### config.mk
export PLATFORM = sky130hd
export DESIGN_NAME = node_connection_slot_table
export DESIGN_NICKNAME = d
export VERILOG_FILES = /design/src/ncst_pkg.sv /design/src/ncst_match.sv /design/src/node_connection_slot_table.sv
export VERILOG_INCLUDE_DIRS = /design/src /design/src/src
export SDC_FILE = /design/constraint.sdc
export NUM_CORES = 1
export LEC_CHECK = 0
export BUFFER_PORTS_ARGS = -buffer_cell sky130_fd_sc_hd__buf_2
export CELL_PAD_IN_SITES_DETAIL_PLACEMENT = 1
export CELL_PAD_IN_SITES_GLOBAL_PLACEMENT = 1
export CORE_UTILIZATION = 50
export DETAILED_ROUTE_END_ITERATION = 8
export PLACE_DENSITY = 0.8
export SLEW_MARGIN = 20
export SYNTH_ARGS = -nofsm -noshare
export SYNTH_HDL_FRONTEND = slang
export SYNTH_SLANG_ARGS = --single-unit
### constraint.sdc
create_clock -name clk -period 6.6 [get_ports clk]
set_input_delay 0.99 -clock clk [delete_from_list [all_inputs] [get_ports clk]]
set_output_delay 0.99 -clock clk [all_outputs]
set_load 0.05 [all_outputs]
### src/assert_macros.svh
// assertion macros for the rtl, included by node_connection_slot_table
// expects a clock named clk and a synchronous reset named rst in scope
`ifndef ASSERT_MACROS_SVH
`define ASSERT_MACROS_SVH

// checked on every rising edge outside reset
`define ASSERT_CLK(label, prop, msg) \
  label: assert property (@(posedge clk) disable iff (rst) (prop)) else $error(msg);

// checked on every rising edge, reset included
`define ASSERT_CLK_ALWAYS(label, prop, msg) \
  label: assert property (@(posedge clk) (prop)) else $error(msg);

`endif

### src/ncst_pkg.sv
// types, codes and fixed widths for the connection slot table
// no dependencies
`default_nettype none

package ncst_pkg;

  localparam int SLOT_IDX_W = 4;
  localparam int NODE_W     = 8;
  localparam int LEN_W      = 11;
  localparam int STATUS_W   = 3;
  localparam int RSLOT_W    = 3;

  localparam logic [1:0] CMD_OPEN    = 2'd0;
  localparam logic [1:0] CMD_RECEIVE = 2'd1;
  localparam logic [1:0] CMD_RELEASE = 2'd2;
  localparam logic [1:0] CMD_SEND    = 2'd3;

  localparam logic [STATUS_W-1:0] ST_OK       = 3'd0;
  localparam logic [STATUS_W-1:0] ST_BAD_NODE = 3'd1;
  localparam logic [STATUS_W-1:0] ST_FULL     = 3'd2;
  localparam logic [STATUS_W-1:0] ST_BAD_SLOT = 3'd3;
  localparam logic [STATUS_W-1:0] ST_DROPPED  = 3'd4;

  localparam logic [NODE_W-1:0] NODE_FREE      = 8'd0;
  localparam logic [NODE_W-1:0] NODE_BROADCAST = 8'd255;

  // receive header of 18 bytes as a two's complement addend
  localparam logic [LEN_W:0]   RX_ADDEND = 12'd4078;
  localparam logic [LEN_W-1:0] LEN_MAX   = 11'd2047;

  typedef logic [SLOT_IDX_W-1:0] slot_idx_t;

  typedef struct packed {
    logic [1:0]        command;
    logic [NODE_W-1:0] node_id;
    slot_idx_t         slot_index;
    logic [LEN_W-1:0]  byte_count;
  } request_t;

  typedef struct packed {
    logic [STATUS_W-1:0] status;
    logic [RSLOT_W-1:0]  result_slot;
    logic [NODE_W-1:0]   partner_node;
    logic [LEN_W-1:0]    length_out;
  } result_t;

  typedef enum logic [1:0] {
    FSM_IDLE,
    FSM_SCAN,
    FSM_DONE
  } fsm_t;

  typedef struct packed {
    logic clear;
    logic step;
    logic open_mode;
  } scan_ctl_t;

  typedef struct packed {
    logic      found;
    logic      have_free;
    slot_idx_t match_idx;
    slot_idx_t free_idx;
  } scan_stat_t;

endpackage

`default_nettype wire

### src/ncst_match.sv
// slot compare unit: one entry per step, tracks first match and chosen free slot
// depends on ncst_pkg
`default_nettype none

module ncst_match (
  input  wire                           clk,
  input  wire                           rst,
  input  ncst_pkg::scan_ctl_t           ctl,
  input  wire [ncst_pkg::NODE_W-1:0]    node,
  input  wire [ncst_pkg::NODE_W-1:0]    entry,
  input  ncst_pkg::slot_idx_t           index,
  output ncst_pkg::scan_stat_t          stat
);
  import ncst_pkg::*;

  scan_stat_t stat_next;
  logic       hit;
  logic       empty;

  assign hit   = (entry == node);
  assign empty = (entry == NODE_FREE);

  always_comb begin
    stat_next = stat;
    if (ctl.clear) begin
      stat_next = '0;
    end else if (ctl.step && !stat.found) begin
      if (hit) begin
        stat_next.found     = 1'b1;
        stat_next.match_idx = index;
      end else if (empty && (ctl.open_mode || !stat.have_free)) begin
        // open keeps the last free slot, receive the first
        stat_next.have_free = 1'b1;
        stat_next.free_idx  = index;
      end
    end
  end

  always_ff @(posedge clk) begin
    if (rst) begin
      stat <= '0;
    end else begin
      stat <= stat_next;
    end
  end

endmodule

`default_nettype wire

### src/node_connection_slot_table.sv
// connection slot table: open, receive, release and send on a table of node ids
// open and receive scan one slot per cycle, then go on to the done state
// release and send skip the scan and go straight to the done state
// a new command is taken only while idle, not before the previous one is through
// done is a one-cycle strobe; the receiver cannot stall it
// synchronous reset frees every slot and returns to idle; uses ncst_pkg, ncst_match
`default_nettype none

module node_connection_slot_table #(
  parameter int unsigned SLOTS        = 8,
  parameter int unsigned HEADER_BYTES = 18
) (
  input  wire                 clk,
  input  wire                 rst,
  input  wire                 start,
  output logic                busy,
  input  ncst_pkg::request_t  request,
  output logic                done,
  output ncst_pkg::result_t   result
);
  import ncst_pkg::*;

  `include "assert_macros.svh"

  localparam int IDX_W = (SLOTS > 1) ? $clog2(SLOTS) : 1;
  localparam logic [IDX_W-1:0]    LAST_IDX   = IDX_W'(SLOTS - 1);
  localparam logic [SLOT_IDX_W:0] SLOTS_LIM  = SLOTS[SLOT_IDX_W:0];
  localparam logic [LEN_W:0]      HDR_ADDEND = HEADER_BYTES[LEN_W:0];

  fsm_t                state;
  fsm_t                state_next;
  request_t            req;
  logic [IDX_W-1:0]    cnt;
  logic [NODE_W-1:0]   slot_node [SLOTS];

  logic                accept;
  scan_ctl_t           scan_ctl;
  scan_stat_t          scan_stat;
  logic [IDX_W-1:0]    rd_addr;
  logic [NODE_W-1:0]   rd_data;
  logic                wr_en;
  logic [IDX_W-1:0]    wr_addr;
  logic [NODE_W-1:0]   wr_data;
  result_t             res_next;

  logic                is_rx;
  logic [LEN_W:0]      len_sum;
  logic [LEN_W-1:0]    len_val;
  logic                idx_ok;
  logic                err_payload;

  assign accept = start && !busy;
  assign busy   = (state != FSM_IDLE);

  assign rd_addr = (state == FSM_SCAN) ? cnt : req.slot_index[IDX_W-1:0];
  assign rd_data = slot_node[rd_addr];

  assign idx_ok = ({1'b0, req.slot_index} < SLOTS_LIM);

  // shared adder: receive subtracts the header, send adds it
  assign is_rx   = (req.command == CMD_RECEIVE);
  assign len_sum = {1'b0, req.byte_count} + (is_rx ? RX_ADDEND : HDR_ADDEND);
  assign len_val = len_sum[LEN_W] ? (is_rx ? '0 : LEN_MAX) : len_sum[LEN_W-1:0];

  // error result that still carries a partner or a length
  assign err_payload = (result.status != ST_OK) &&
                       ((|result.partner_node) || (|result.length_out));

  ncst_match u_match (
    .clk   (clk),
    .rst   (rst),
    .ctl   (scan_ctl),
    .node  (req.node_id),
    .entry (rd_data),
    .index (SLOT_IDX_W'(cnt)),
    .stat  (scan_stat)
  );

  always_comb begin
    state_next         = state;
    scan_ctl.clear     = accept;
    scan_ctl.step      = (state == FSM_SCAN);
    scan_ctl.open_mode = (req.command == CMD_OPEN);
    wr_en              = 1'b0;
    wr_addr            = '0;
    wr_data            = req.node_id;
    res_next           = '0;
    case (state)
      FSM_IDLE: begin
        if (accept) begin
          if (request.command == CMD_OPEN || request.command == CMD_RECEIVE) begin
            state_next = FSM_SCAN;
          end else begin
            state_next = FSM_DONE;
          end
        end
      end
      FSM_SCAN: begin
        if (cnt == LAST_IDX) begin
          state_next = FSM_DONE;
        end
      end
      FSM_DONE: begin
        state_next = FSM_IDLE;
        case (req.command)
          CMD_OPEN: begin
            if (req.node_id == NODE_FREE || req.node_id == NODE_BROADCAST) begin
              res_next.status = ST_BAD_NODE;
            end else if (scan_stat.found) begin
              res_next.result_slot = scan_stat.match_idx[RSLOT_W-1:0];
            end else if (scan_stat.have_free) begin
              wr_en                = 1'b1;
              wr_addr              = scan_stat.free_idx[IDX_W-1:0];
              res_next.result_slot = scan_stat.free_idx[RSLOT_W-1:0];
            end else begin
              res_next.status = ST_FULL;
            end
          end
          CMD_RECEIVE: begin
            if (scan_stat.found) begin
              res_next.result_slot = scan_stat.match_idx[RSLOT_W-1:0];
              res_next.length_out  = len_val;
            end else if (scan_stat.have_free) begin
              wr_en                = 1'b1;
              wr_addr              = scan_stat.free_idx[IDX_W-1:0];
              res_next.result_slot = scan_stat.free_idx[RSLOT_W-1:0];
              res_next.length_out  = len_val;
            end else begin
              res_next.status = ST_DROPPED;
            end
          end
          CMD_RELEASE: begin
            if (idx_ok) begin
              wr_en   = 1'b1;
              wr_addr = req.slot_index[IDX_W-1:0];
              wr_data = NODE_FREE;
            end else begin
              res_next.status = ST_BAD_SLOT;
            end
          end
          default: begin
            if (idx_ok) begin
              res_next.partner_node = rd_data;
              res_next.length_out   = len_val;
            end else begin
              res_next.status = ST_BAD_SLOT;
            end
          end
        endcase
      end
      default: begin
        state_next = FSM_IDLE;
      end
    endcase
  end

  always_ff @(posedge clk) begin
    if (rst) begin
      state <= FSM_IDLE;
      done  <= 1'b0;
    end else begin
      state <= state_next;
      done  <= (state == FSM_DONE);
    end
  end

  always_ff @(posedge clk) begin
    if (accept) begin
      req <= request;
      cnt <= '0;
    end else if (state == FSM_SCAN && cnt != LAST_IDX) begin
      cnt <= cnt + 1'b1;
    end
    if (state == FSM_DONE) begin
      result <= res_next;
    end
  end

  always_ff @(posedge clk) begin
    if (rst) begin
      for (int i = 0; i < SLOTS; i++) begin
        slot_node[i] <= NODE_FREE;
      end
    end else if (wr_en) begin
      slot_node[wr_addr] <= wr_data;
    end
  end

  `ASSERT_CLK(a_done_idle, done |-> !busy, "result strobe while a command is in flight")
  `ASSERT_CLK(a_done_single, done |=> !done, "result strobe longer than one cycle")
  `ASSERT_CLK(a_accept_busy, accept |=> busy, "transfer did not start the sequencer")
  `ASSERT_CLK(a_err_zero, !(done && err_payload), "error result carries data")

endmodule

`default_nettype wire

Yosys cells after proc, flatten, opt, wreduce, memory -nomap -nowiden

Memories as Yosys holds them, arrays and structs flattened.
Cells that the tools add are included.

Flip-flop bits (word level): 64
Input bits: 28
Memories: 1
Output and inout bits: 27
Logic and storage cells: 100
Bits in writable memories: 64

Eq/ne operators: 11
Muxes and demuxes: 45
Add/sub/neg operators: 2
Reduce and logical (&&, ||, !) cells: 23
Magnitude comparators: 1
Bitwise logic cells: 2

Memory list:

| name      | depth | width | rd ports | clocked after Yosys merged registers in | wr ports | line                             | RTL |
|---|---|---|---|---|---|---|---|
| slot_node | 8     | 8     | 1        | 0                                       | 8        | node_connection_slot_table.sv:34 | `logic [NODE_W-1:0] slot_node [SLOTS];` |

Operators with widths:

| kind               | number |
|---|---|
| $mux 11            | 5 |
| $mux 3             | 11 |
| $mux 8             | 4 |
| $pmux 11 s2        | 1 |
| $logic_not 8->1    | 2 |
| $mux 2             | 7 |
| $add 11x12->12     | 1 |
| $mux 12            | 1 |
| $pmux 3 s2         | 2 |
| $mux 1             | 11 |
| $pmux 3 s3         | 1 |
| $eq 8x8->1         | 1 |
| $eq 8x8->1 const B | 1 |
| $reduce_or 8->1    | 1 |
| $eq 2x1->1 const B | 3 |
| $logic_not 2->1    | 3 |
| $eq 2x2->1 const B | 2 |
| $logic_and 1x1->1  | 4 |
| $lt 4x4->1 const B | 1 |
| $ne 2x2->1 const B | 2 |
| $pmux 2 s2         | 1 |
| $reduce_and 2->1   | 2 |
| $reduce_or 2->1    | 2 |
| $reduce_or 4->1    | 1 |
| 9 further kinds    | 14 |

Logic depth before layout (Yosys ltp)

Gate-level depths: netlist (run 1).

Depth after elaboration: 10
Mapped depth: 17
Gate-level depth less buffers: 13

Hierarchy

A second synthesis (run 1) with hierarchy kept.

Cell total of the unflattened synthesis: 516
Area total of the unflattened synthesis: 6448.7 um2

Modules (own cells, without submodules):

| module                     | cells each | area each (um2) | instances | seq. area each (um2) |
|---|---|---|---|---|
| node_connection_slot_table | 464        | 5913.2          | 1         | 3543.4 |
| ncst_match                 | 52         | 535.5           | 1         | 200.2 |

Worst setup path after synthesis (run 1)

No wires, ideal clock.

Kind: register -> register
Start: register req[24] (netlist name)
End: register result[4] (netlist name), data pin
Arrival: 3.580 ns
Library setup time: 0.188 ns
Period minus slack after synthesis: 3.769 ns
Required time: 6.412 ns
Buffers on the path: 4
Stages on the path, launching flop included: 17
Slack: 2.831 ns
Cell sequence: edfxtp_1 inv_1 ha_1 clkbuf_1 clkbuf_1 buf_1 xor2_1 ha_1 a31oi_1 o21ai_0 a22o_1 a221oi_2 or4b_1 a21oi_1 a311o_1 buf_2 o41ai_1

Cells in the longest elaborated chain, start to end: 7
Elaborated cells on any way between the ends: 12
Those cells by class: 1 x add/sub; 2 x eq/ne; 7 x mux; 2 x reduce/logical

Ends and longest elaborated chain:

| element                  | line                                                                | RTL |
|---|---|---|
| start: declaration       | node_connection_slot_table.sv:32                                    | `request_t req;` |
| start signal: assignment | node_connection_slot_table.sv:169                                   | `req <= request;` |
| $eq 2x1->1               | node_connection_slot_table.sv:61, node_connection_slot_table.sv:105 |  |
| $mux 12                  | node_connection_slot_table.sv:62                                    | `assign len_sum = {1'b0, req.byte_count} + (is_rx ? RX_ADDEND : HDR_ADDEND);` |
| $add 11x12->12           | node_connection_slot_table.sv:62                                    |  |
| $mux 11                  | node_connection_slot_table.sv:63                                    | `assign len_val = len_sum[LEN_W] ? (is_rx ? '0 : LEN_MAX) : len_sum[LEN_W-1:0];` |
| $mux 11                  | node_connection_slot_table.sv:123                                   | `end else if (scan_stat.have_free) begin` |
| $mux 11                  | node_connection_slot_table.sv:120                                   | `if (scan_stat.found) begin` |
| $pmux 11 s2 *            | node_connection_slot_table.sv:105                                   | `case (req.command)` |
| end signal: assignment   | node_connection_slot_table.sv:175                                   | `result <= res_next;` |
| end: declaration         | node_connection_slot_table.sv:19                                    | `output ncst_pkg::result_t result` |

Every way passes the cells marked *; elsewhere a longest branch is shown, timed or not.
A chain may end at the register's enable or synchronous reset.

Worst setup path after layout (run 1)

Same ends and word-level chain as after synthesis.

==> reports/qor.yml, run 1 <==
timing:
  setup_viol: 0
  slew_headroom: 0.4775
  rsz0062_at_grt: "no"
  fin_crit_ns: 3.835
  setup_slack_ns: 2.765
  worst_pin_slew_ns: 0.7809
  tns_ns: 0
  drv_slew: 0
  fin_crit_sh: 0.5811
  fmax_mhz: 260.7
  hold_violations: 0
  skew_ns: 0.01214
power_and_ir_drop:
  p_int_uw: 1674
  power_switching_uw: 534.4
  leakage_uw: 0.002757
  power.total_uw: 2208
  combPwrFrac: 0.116
  pwr-share-clk: 0.456
  switching_share: 0.2420
  share_seq_of_total_power: 0.428
  peakVddDrop_uv: 248.4
  power.density_nw_per_um2: 307.3
cts:
  cts_made_buffers: 17
  clk_latency_ns: 0.43
  cts.sink_count: 128
  post_cts.repair.setup_buffers: 0
  cts_hold_buf: 0
  root_buffer: "clkbuf_16"
  clk_path_buf_depth: 2
  h-tree-depth: 4
  cts_tree: "yes"
  ctsResizeCount: 0
  clkTransAtPathRegs_ns: 0.06
floorplan:
  fp-row-count: 40
  ioPinCount: 55
  core-area_sq_um: 12010
  initial_core_util: 0.5135
  chipWidth_microns: 113.1
  dieArea_sq_um: 12780
  die_y_microns: 113.1
placement:
  place_ws_ns: 2.865
  io_buffers: 54
  place_area_sq_um: 6540
  place.gp.congestion: 0.8888
  hpwl_mm: 11.51
route:
  drtPass1Iterations: 4
  drt-initial-drc-count: 295
  drc: 0
  vias_per_cell: 6.052
  wl_met2_mm: 8.015
  m1WireLength_mm: 6.867
  ant_nets: 0
  wl_met3_mm: 1.113
  finalWirelength_mm: 16.40
  routedWlPerCell_microns: 22.65
  vias: 4382
  routed.top_layer: "met4"
setup_path:
  crit_family: "compound AO/OA/AOI/OAI gates"
  worstPathCellList: "inv_1 > ha_1 > buf_4 > xor2_1 > ha_1 > a21boi_0 > o221ai_1 > nand2_1 > a221oi_2 > or4b_1 > a21oi_1 > a311o_1 > nand3_1 > o41ai_1"
  timing.rr.start: "req[24]"
  worst_setup_path_start_kind: "register"
  cp_num_cells: 14
  critPathRequiredTime_ns: 6.80
  r2r_cells: 14
  timing.critical_path.fanout_max: 27
  cpPeakStageDelay_ns: 0.48
  end_kind: "register"
  worstPathArrival_ns: 4.04
  path_class: "register to register"
  worst-path-buf-inv: 2
  cp_slowest_cell: "or4b_1"
  startpoint: "req[24]"
  cp_common_cell: "ha_1"
logic_synthesis:
  syn-cell-area_sq_um: 6168
  syn_inst: 510
  synth_ff_type: "edfxtp_1"
  syn_avg_cell_area_sq_um: 12.09
  yosys_warnings: 0
  synth-edff-count: 114
  yosysTopAreaCell: "edfxtp_1"
  syn_nets: 549
  ys_ff_latch: 128
  yosysSeqAreaShare: 0.6004
  synth_top_cell_area_share: 0.5550
  synthArstFlopShare: 0
  synthDistinctLibCells: 58
  yosys-top-cells-area: "edfxtp_1 (55%), nor2_1 (6.0%), mux2i_1 (4.7%)"
flow_run:
  maxCapViolations: 0
final_layout:
  syn_to_final_growth_pct: 16.51
  fin_nets: 603
  drive_gt1_frac: 0.2201
  final_util: 0.5983
  diodes: 0
  fin_area_sq_um: 7187
global_route:
  grt_pass1_vias: 4521
  overflow: 0
  grt_pass1_wl_mm: 25.56
  track_usage: 0.2752
  antenna_found_initial: 0
  grt_start_max_net_pins: 33
worst_hold_path:
  min_from: "u_match.stat[4]"
  hold_depth: 2
  hold_path.class: "register to register"
outcome:
  outcome: "finished clean"
## layer usage
layer	vias to the layer above	track usage
li1	2000	-
met1	2191	0.3503
met2	159	0.4442
met3	32	0.07552
met4	0	0.1167
met5	-	0
## per-stage QoR
stage,hold WS (ns),cells
after floorplan,0.4350,510
after global placement,0.4495,692
after detailed placement,0.4600,692
after CTS,0.4721,724
after global routing,0.4923,724
final,0.4726,724
## cell families after synthesis
group / synth area share
and+or+nand+nor: 0.1391
AOI/OAI and AO/OA: 0.1016
adders and majority gates: 0.02231
buffers and inverters: 0.02393
xor gates and xnor gates: 0.02657
DFF: 0.6004
muxes: 0.08600
## worst paths after layout
path	endpoint	slack [ns]
worst max-delay path	result[4]	2.76
worst min-delay path	u_match.stat[4]	0.47
worst max register to register	result[4]	2.76
worst min register to register	u_match.stat[4]	0.47
## worst register-to-register path, stage by stage (launching register included)
cell and delay, ns:
edfxtp_1 0.41, inv_1 0.13, ha_1 0.18, buf_4 0.30, xor2_1 0.19, ha_1 0.25, a21boi_0 0.28, o221ai_1 0.19
nand2_1 0.16, a221oi_2 0.12, or4b_1 0.48, a21oi_1 0.22, a311o_1 0.37, nand3_1 0.21, o41ai_1 0.13
## registers in the layout, indices dropped and copies added (netlist names)
signal and count:
state 2, req 25, result 25, done 1, u_match.stat 8, cnt 3
slot_node 64
## power groups by stage
stage / clock (uW) / sequential [uW] / combinational (uW)
finish: 1010 / 945 / 257
global route: 1050 / 948 / 275
CTS: 1020 / 945 / 255
detailed placement: 0 / 960 / 253
global placement: 0 / 957 / 242
floorplan: 0 / 967 / 173
## layout by cell type, fill, tap and decap left out, drive strengths merged, types with 8 or more instances in the layout
| master | netlist | layout |
|---|---|---|
| edfxtp | 114 | 114 |
| nor2 | 99 | 99 |
| buf | 7 | 58 |
| nand2 | 38 | 38 |
| mux2i | 30 | 30 |
| clkbuf | 16 | 25 |
| mux2 | 18 | 18 |
| a21oi | 17 | 17 |
| dfxtp | 14 | 14 |
| xor2 | 14 | 14 |
| nand2b | 13 | 13 |
| ha | 11 | 11 |
| o21ai | 11 | 11 |
| o22ai | 10 | 10 |
| a22o | 8 | 8 |
| a221o | 8 | 8 |
## final cells by class
cell class                 instances  area (sq um)
clock buffer                      25         525.5
clock inverter                     7         121.4
fill                            1238          4825
inverter                           8         30.03
multi-input combinational        351          2322
sequential                       128          3704
tap                              147         183.9
timing repair buffer              58         300.3
## synthesized netlist by cell type, drive strengths merged (7+ instances only)
library cell and number:
a221o 8, o21ai 11, ha 11, mux2i 30, nand2 38, edfxtp 114, a22o 8, mux2 18
o22ai 10, nor3 7, inv 7, nand3 7, xor2 14, buf 7, dfxtp 14, clkbuf 16
nand2b 13, nor2 99, a21oi 17
Power figures use the tool's default switching activity.
==> inputs of run 2 (changes only) <==
--- a/config.mk
+++ b/config.mk
@@ -9,9 +9,9 @@
 export BUFFER_PORTS_ARGS = -buffer_cell sky130_fd_sc_hd__buf_2
 export CELL_PAD_IN_SITES_DETAIL_PLACEMENT = 1
 export CELL_PAD_IN_SITES_GLOBAL_PLACEMENT = 1
-export CORE_UTILIZATION = 50
+export CORE_UTILIZATION = 44
 export DETAILED_ROUTE_END_ITERATION = 8
-export PLACE_DENSITY = 0.8
+export PLACE_DENSITY = 0.74
 export SLEW_MARGIN = 20
 export SYNTH_ARGS = -nofsm -noshare
 export SYNTH_HDL_FRONTEND = slang
==> constraint.sdc (replaced) <==
create_clock -name clk -period 3.4 [get_ports clk]
set_input_delay 0.51 -clock clk [delete_from_list [all_inputs] [get_ports clk]]
set_output_delay 0.51 -clock clk [all_outputs]
set_load 0.05 [all_outputs]
==> run 2 against run 1 <==
- sequential share of layout area down 1.3 points
- clock skew fell by 0.0067 ns
- critical endpoint is now result[7]
- largest cell class unchanged
- via count is 0.30% higher
- largest power group is now sequential cells
- critical path type unchanged
==> reports/qor.yml, run 2 (synthesis gave the netlist of run 1 again) <==
outcome:
  outcome: "finished clean"
route:
  finalWirelength_mm: 16.04
  vias: 4395
  ant_nets: 0
  drtPass1Iterations: 4
  drt-initial-drc-count: 287
  drc: 0
  routedWlPerCell_microns: 20.77
  vias_per_cell: 5.693
timing:
  whs_ns: 0.2587
  setup_viol: 0
  fmax_mhz: 312.7
  fin_crit_ns: 3.198
  fin_crit_sh: 0.9405
  skew_ns: 0.005397
  worst_pin_slew_ns: 0.8365
  slew_headroom: 0.4403
  rsz0062_at_grt: "no"
  hold_violations: 0
  drv_slew: 0
floorplan:
  fp-row-count: 42
  initial_core_util: 0.4585
  ioPinCount: 55
  die_y_microns: 120.4
  dieArea_sq_um: 14500
  chipWidth_microns: 120.4
  core-area_sq_um: 13450
power_and_ir_drop:
  power_switching_uw: 1067
  pwr-share-clk: 0.437
  p_int_uw: 3126
  peakVddDrop_uv: 421.6
  switching_share: 0.2544
  combPwrFrac: 0.127
  share_seq_of_total_power: 0.436
  power.density_nw_per_um2: 569.3
  leakage_uw: 0.002818
placement:
  io_buffers: 54
  place.gp.congestion: 0.8268
  hpwl_mm: 11.13
final_layout:
  final_cell_mix: "edfxtp_1 (114), nor2_1 (98), buf_2 (54)"
  drive_gt1_frac: 0.2466
  num-fill-cells: 1429
  final_util: 0.5475
  syn_to_final_growth_pct: 19.41
  fin_nets: 622
  diodes: 0
  largest_reg_flops: 64
  final_common_cell: "edfxtp_1"
  reg_top3: "slot_node x64, req x25, result x25"
  top_register: "slot_node"
cts:
  cts_made_buffers: 17
  clk_path_buf_depth: 2
  post_cts.repair.setup_buffers: 0
  h-tree-depth: 4
  cts_tree: "yes"
  clkTransAtPathRegs_ns: 0.06
  root_buffer: "clkbuf_16"
  clk_latency_ns: 0.43
  cts_hold_buf: 0
  cts.sink_count: 128
setup_path:
  timing.rr.start: "req[24]"
  worst_setup_path_start_kind: "register"
  startpoint: "req[24]"
  end_kind: "register"
  critPathRequiredTime_ns: 3.63
  path_class: "register to register"
  timing.critical_path.fanout_max: 5
  worstPathArrival_ns: 3.43
flow_run:
  maxCapViolations: 0
global_route:
  met3_usage: 0.05519
  antenna_found_initial: 0
  grt_pass1_wl_mm: 24.81
  use_met2: 0.3940
  overflow: 0
  grt_pass1_vias: 4553
  grt_start_max_net_pins: 33
  busiest_layer: "met2"
  met1_usage: 0.2925
  track_usage: 0.2344
worst_hold_path:
  min_from: "request[8]"
  hold_path.class: "input pin to register"
## run 2: cell types whose count changed in the layout (fill, tap and decap cells not counted), sizes merged
cell    delta
a311o      +1
buf       +18
clkbuf     -7
clkinv     +4
inv        +3
## run 2: cell type report
type                    count  area [sq um]  share of cell area
clock buffers              18         429.2             0.05826
clock inverters            14         162.7             0.02208
flip-flops and latches    128          3704              0.5028
inverters                   8         30.03            0.004077
well taps                 176         220.2             0.02990
repair buffers             76         447.9             0.06081
multi-input cells         352          2372              0.3221
## run 2: power by group through the flow
stage	sequential (uW)	clock [uW]	combinational, uW
2_1_floorplan	1880	0	341
3_3_place_gp	1850	0	499
3_5_place_dp	1860	0	517
4_1_cts	1830	1850	525
5_1_grt	1830	1920	570
6_report	1830	1830	532
## run 2: metal layers
metal | vias to the layer above | share of wire | routed length (microns)
met2 | 124 | 0.49 | 7811
li1 | 2044 | - | -
met1 | 2199 | 0.44 | 7027
met5 | - | 0 | 0
met4 | 0 | 0.021 | 333
met3 | 28 | 0.054 | 865
## run 2: worst max-delay path, cell delays in order (launching register included)
cell and delay, ns:
edfxtp_1 0.42, inv_1 0.13, ha_2 0.22, xor2_1 0.19
ha_2 0.24, a21boi_0 0.19, o221ai_1 0.16, nand2_1 0.17
a221oi_4 0.08, or4b_1 0.49, a21oi_2 0.21, a311o_2 0.20
nand3_1 0.18, o31ai_1 0.14
## run 2: stage by stage
stage          worst slack [ns]  instance area (sq um)   TNS [ns]  total power, uW  std cells
3_3_place_gp             0.2119                   6740          0             2353        739
3_5_place_dp          -0.001719                   6740  -0.002150             2376        739
5_1_grt                 0.01091                   7366          0             4319        772
4_1_cts                  0.1246                   7333          0             4204        771
2_1_floorplan           0.01102                   6198          0             2218        510
6_report                 0.2024                   7366          0             4193        772
## run 2: repair_timing
action                                  4_1_cts  5_1_grt
resized for setup                             1        3
endpoints found under the setup margin        8        9
pin swaps                                     0        1
cloned                                        0        1
## run 2: final timing paths
check	slack, ns	cells past startpoint	end
worst max-delay path	0.20	13	result[7]
worst min-delay path	0.26	1	req[8]
worst max register to register	0.20	13	result[7]
worst min register to register	0.46	2	u_match.stat[6]
==> inputs of run 3 (changes only) <==
--- a/config.mk
+++ b/config.mk
@@ -9,9 +9,9 @@
 export BUFFER_PORTS_ARGS = -buffer_cell sky130_fd_sc_hd__buf_2
 export CELL_PAD_IN_SITES_DETAIL_PLACEMENT = 1
 export CELL_PAD_IN_SITES_GLOBAL_PLACEMENT = 1
-export CORE_UTILIZATION = 44
+export CORE_UTILIZATION = 42
 export DETAILED_ROUTE_END_ITERATION = 8
-export PLACE_DENSITY = 0.74
+export PLACE_DENSITY = 0.71
 export SLEW_MARGIN = 20
 export SYNTH_ARGS = -nofsm -noshare
 export SYNTH_HDL_FRONTEND = slang
==> run 3 against run 2 <==
- setup slack lost 0.11 ns
- utilization shrank 2.4 points
- die area grew 4.7%
- total power shrank 2.1%
- critical path type unchanged
- via count grew 0.61%
- wire length grew 1.0%
==> reports/qor.yml, run 3 (synthesis gave the netlist of run 1 again) <==
placement:
  place_area_sq_um: 6723
  hpwl_mm: 11.23
  io_buffers: 54
  place.gp.congestion: 0.7825
outcome:
  outcome: "finished clean"
route:
  drtPass1Iterations: 5
  drc: 0
  drt-initial-drc-count: 412
  vias_per_cell: 5.677
  ant_nets: 0
  finalWirelength_mm: 16.20
  routedWlPerCell_microns: 20.80
  vias: 4422
global_route:
  grt_start_max_net_pins: 33
  overflow: 0
  antenna_found_initial: 0
  grt_pass1_wl_mm: 24.98
  track_usage: 0.2303
  grt_pass1_vias: 4555
final_layout:
  reg_top3: "slot_node x64, req x25, result x25"
  final_cell_mix: "edfxtp_1 (114), nor2_1 (98), buf_2 (54)"
  num-fill-cells: 1475
  final_common_cell: "edfxtp_1"
  diodes: 0
  largest_reg_flops: 64
  fin_nets: 625
  syn_to_final_growth_pct: 19.66
  fin_area_sq_um: 7381
  drive_gt1_frac: 0.2588
  regArea_sq_um: 3704
  top_register: "slot_node"
  multi_input_area_sq_um: 2372
setup_path:
  end_kind: "register"
  worst-path-buf-inv: 4
  path_class: "register to register"
  worstPathCellList: "inv_1 > ha_2 > clkinv_1 > ha_1 > a31oi_1 > o21ai_0 > a22o_1 > a221oi_4 > buf_4 > nor4_1 > a311o_2 > buf_4 > o31ai_1"
  worstPathArrival_ns: 3.53
  cp_slowest_cell: "a311o_2"
  crit_family: "compound AO/OA/AOI/OAI gates"
  cp_common_cell: "buf_4"
  worst_setup_path_start_kind: "register"
  critPathRequiredTime_ns: 3.62
  cpPeakStageDelay_ns: 0.43
  timing.critical_path.fanout_max: 5
cts:
  clk_path_buf_depth: 2
  clk_latency_ns: 0.42
  h-tree-depth: 4
  cts_hold_buf: 0
  clkTransAtPathRegs_ns: 0.06
  cts_tree: "yes"
  cts.sink_count: 128
  root_buffer: "clkbuf_16"
  cts_made_buffers: 17
timing:
  hold_violations: 0
  skew_ns: 0.008754
  slew_headroom: 0.4861
  fmax_mhz: 302.1
  fin_crit_sh: 0.9736
  drv_slew: 0
  setup_viol: 0
  tns_ns: 0
  fin_crit_ns: 3.310
  worst_pin_slew_ns: 0.7681
floorplan:
  initial_core_util: 0.4376
  die_y_microns: 123.2
  ioPinCount: 55
  core-area_sq_um: 14100
  dieArea_sq_um: 15180
  fp-row-count: 43
  chipWidth_microns: 123.2
flow_run:
  maxCapViolations: 0
worst_hold_path:
  hold_path.class: "input pin to register"
power_and_ir_drop:
  peakVddDrop_uv: 393.9
  leakage_uw: 0.002819
  power.density_nw_per_um2: 556.2
## run 3: area by class of cell
cell class | count | area share
Inverter | 8 | 0.004068
Timing Repair Buffer | 79 | 0.06611
Clock buffer | 17 | 0.05764
Tap cell | 180 | 0.03051
Multi-Input combinational cell | 352 | 0.3214
Sequential cell | 128 | 0.5018
Clock inverter | 15 | 0.01848
## run 3: final timing paths
kind / from / to / slack [ns] / depth (start not counted)
setup / recovery: req[24] / result[8] / 0.09 / 13
hold / removal: request[9] / req[9] / 0.26 / 1
setup reg to reg: req[24] / result[8] / 0.09 / 13
hold reg to reg: u_match.stat[4] / u_match.stat[4] / 0.46 / 2
## run 3: worst reg2reg max path, delay by kind of cell, from the launching register on
kind	cells	cell delay, ns
fa+ha+maj	2	0.59
flops	1	0.42
compound gates	6	1.49
simple gates	1	0.06
buf+inv	4	0.55
## run 3: layer usage
layer / part of all wire / global-route usage / up-vias
met1: 0.45 / 0.2933 / 2241
met5: 0 / 0 / -
met3: 0.035 / 0.04797 / 19
li1: - / - / 2051
met2: 0.50 / 0.3834 / 111
met4: 0.016 / 0.08961 / 0
## run 3: through the flow
step	cells	hold slack, ns	worst slack (ns)	total power [uW]	util
finish	779	0.2607	0.08988	4106	0.5236
global placement	740	0.4476	0.1519	2348	0.4769
CTS	772	0.2395	0.006273	4107	0.5168
global route	779	0.2408	-0.09702	4228	0.5236
floorplan	510	0.4350	0.01102	2218	-
detailed placement	740	0.4601	0.04423	2372	0.4769
## run 3: repair_timing
action | CTS | global route
setup buffers | 0 | 5
setup endpoints to repair | 0 | 68
gates resized for setup | 0 | 7
## run 3: power by group
part           internal [uW]  switching, uW
combinational            205            332
clock                   1010            725
sequential              1780           49.2
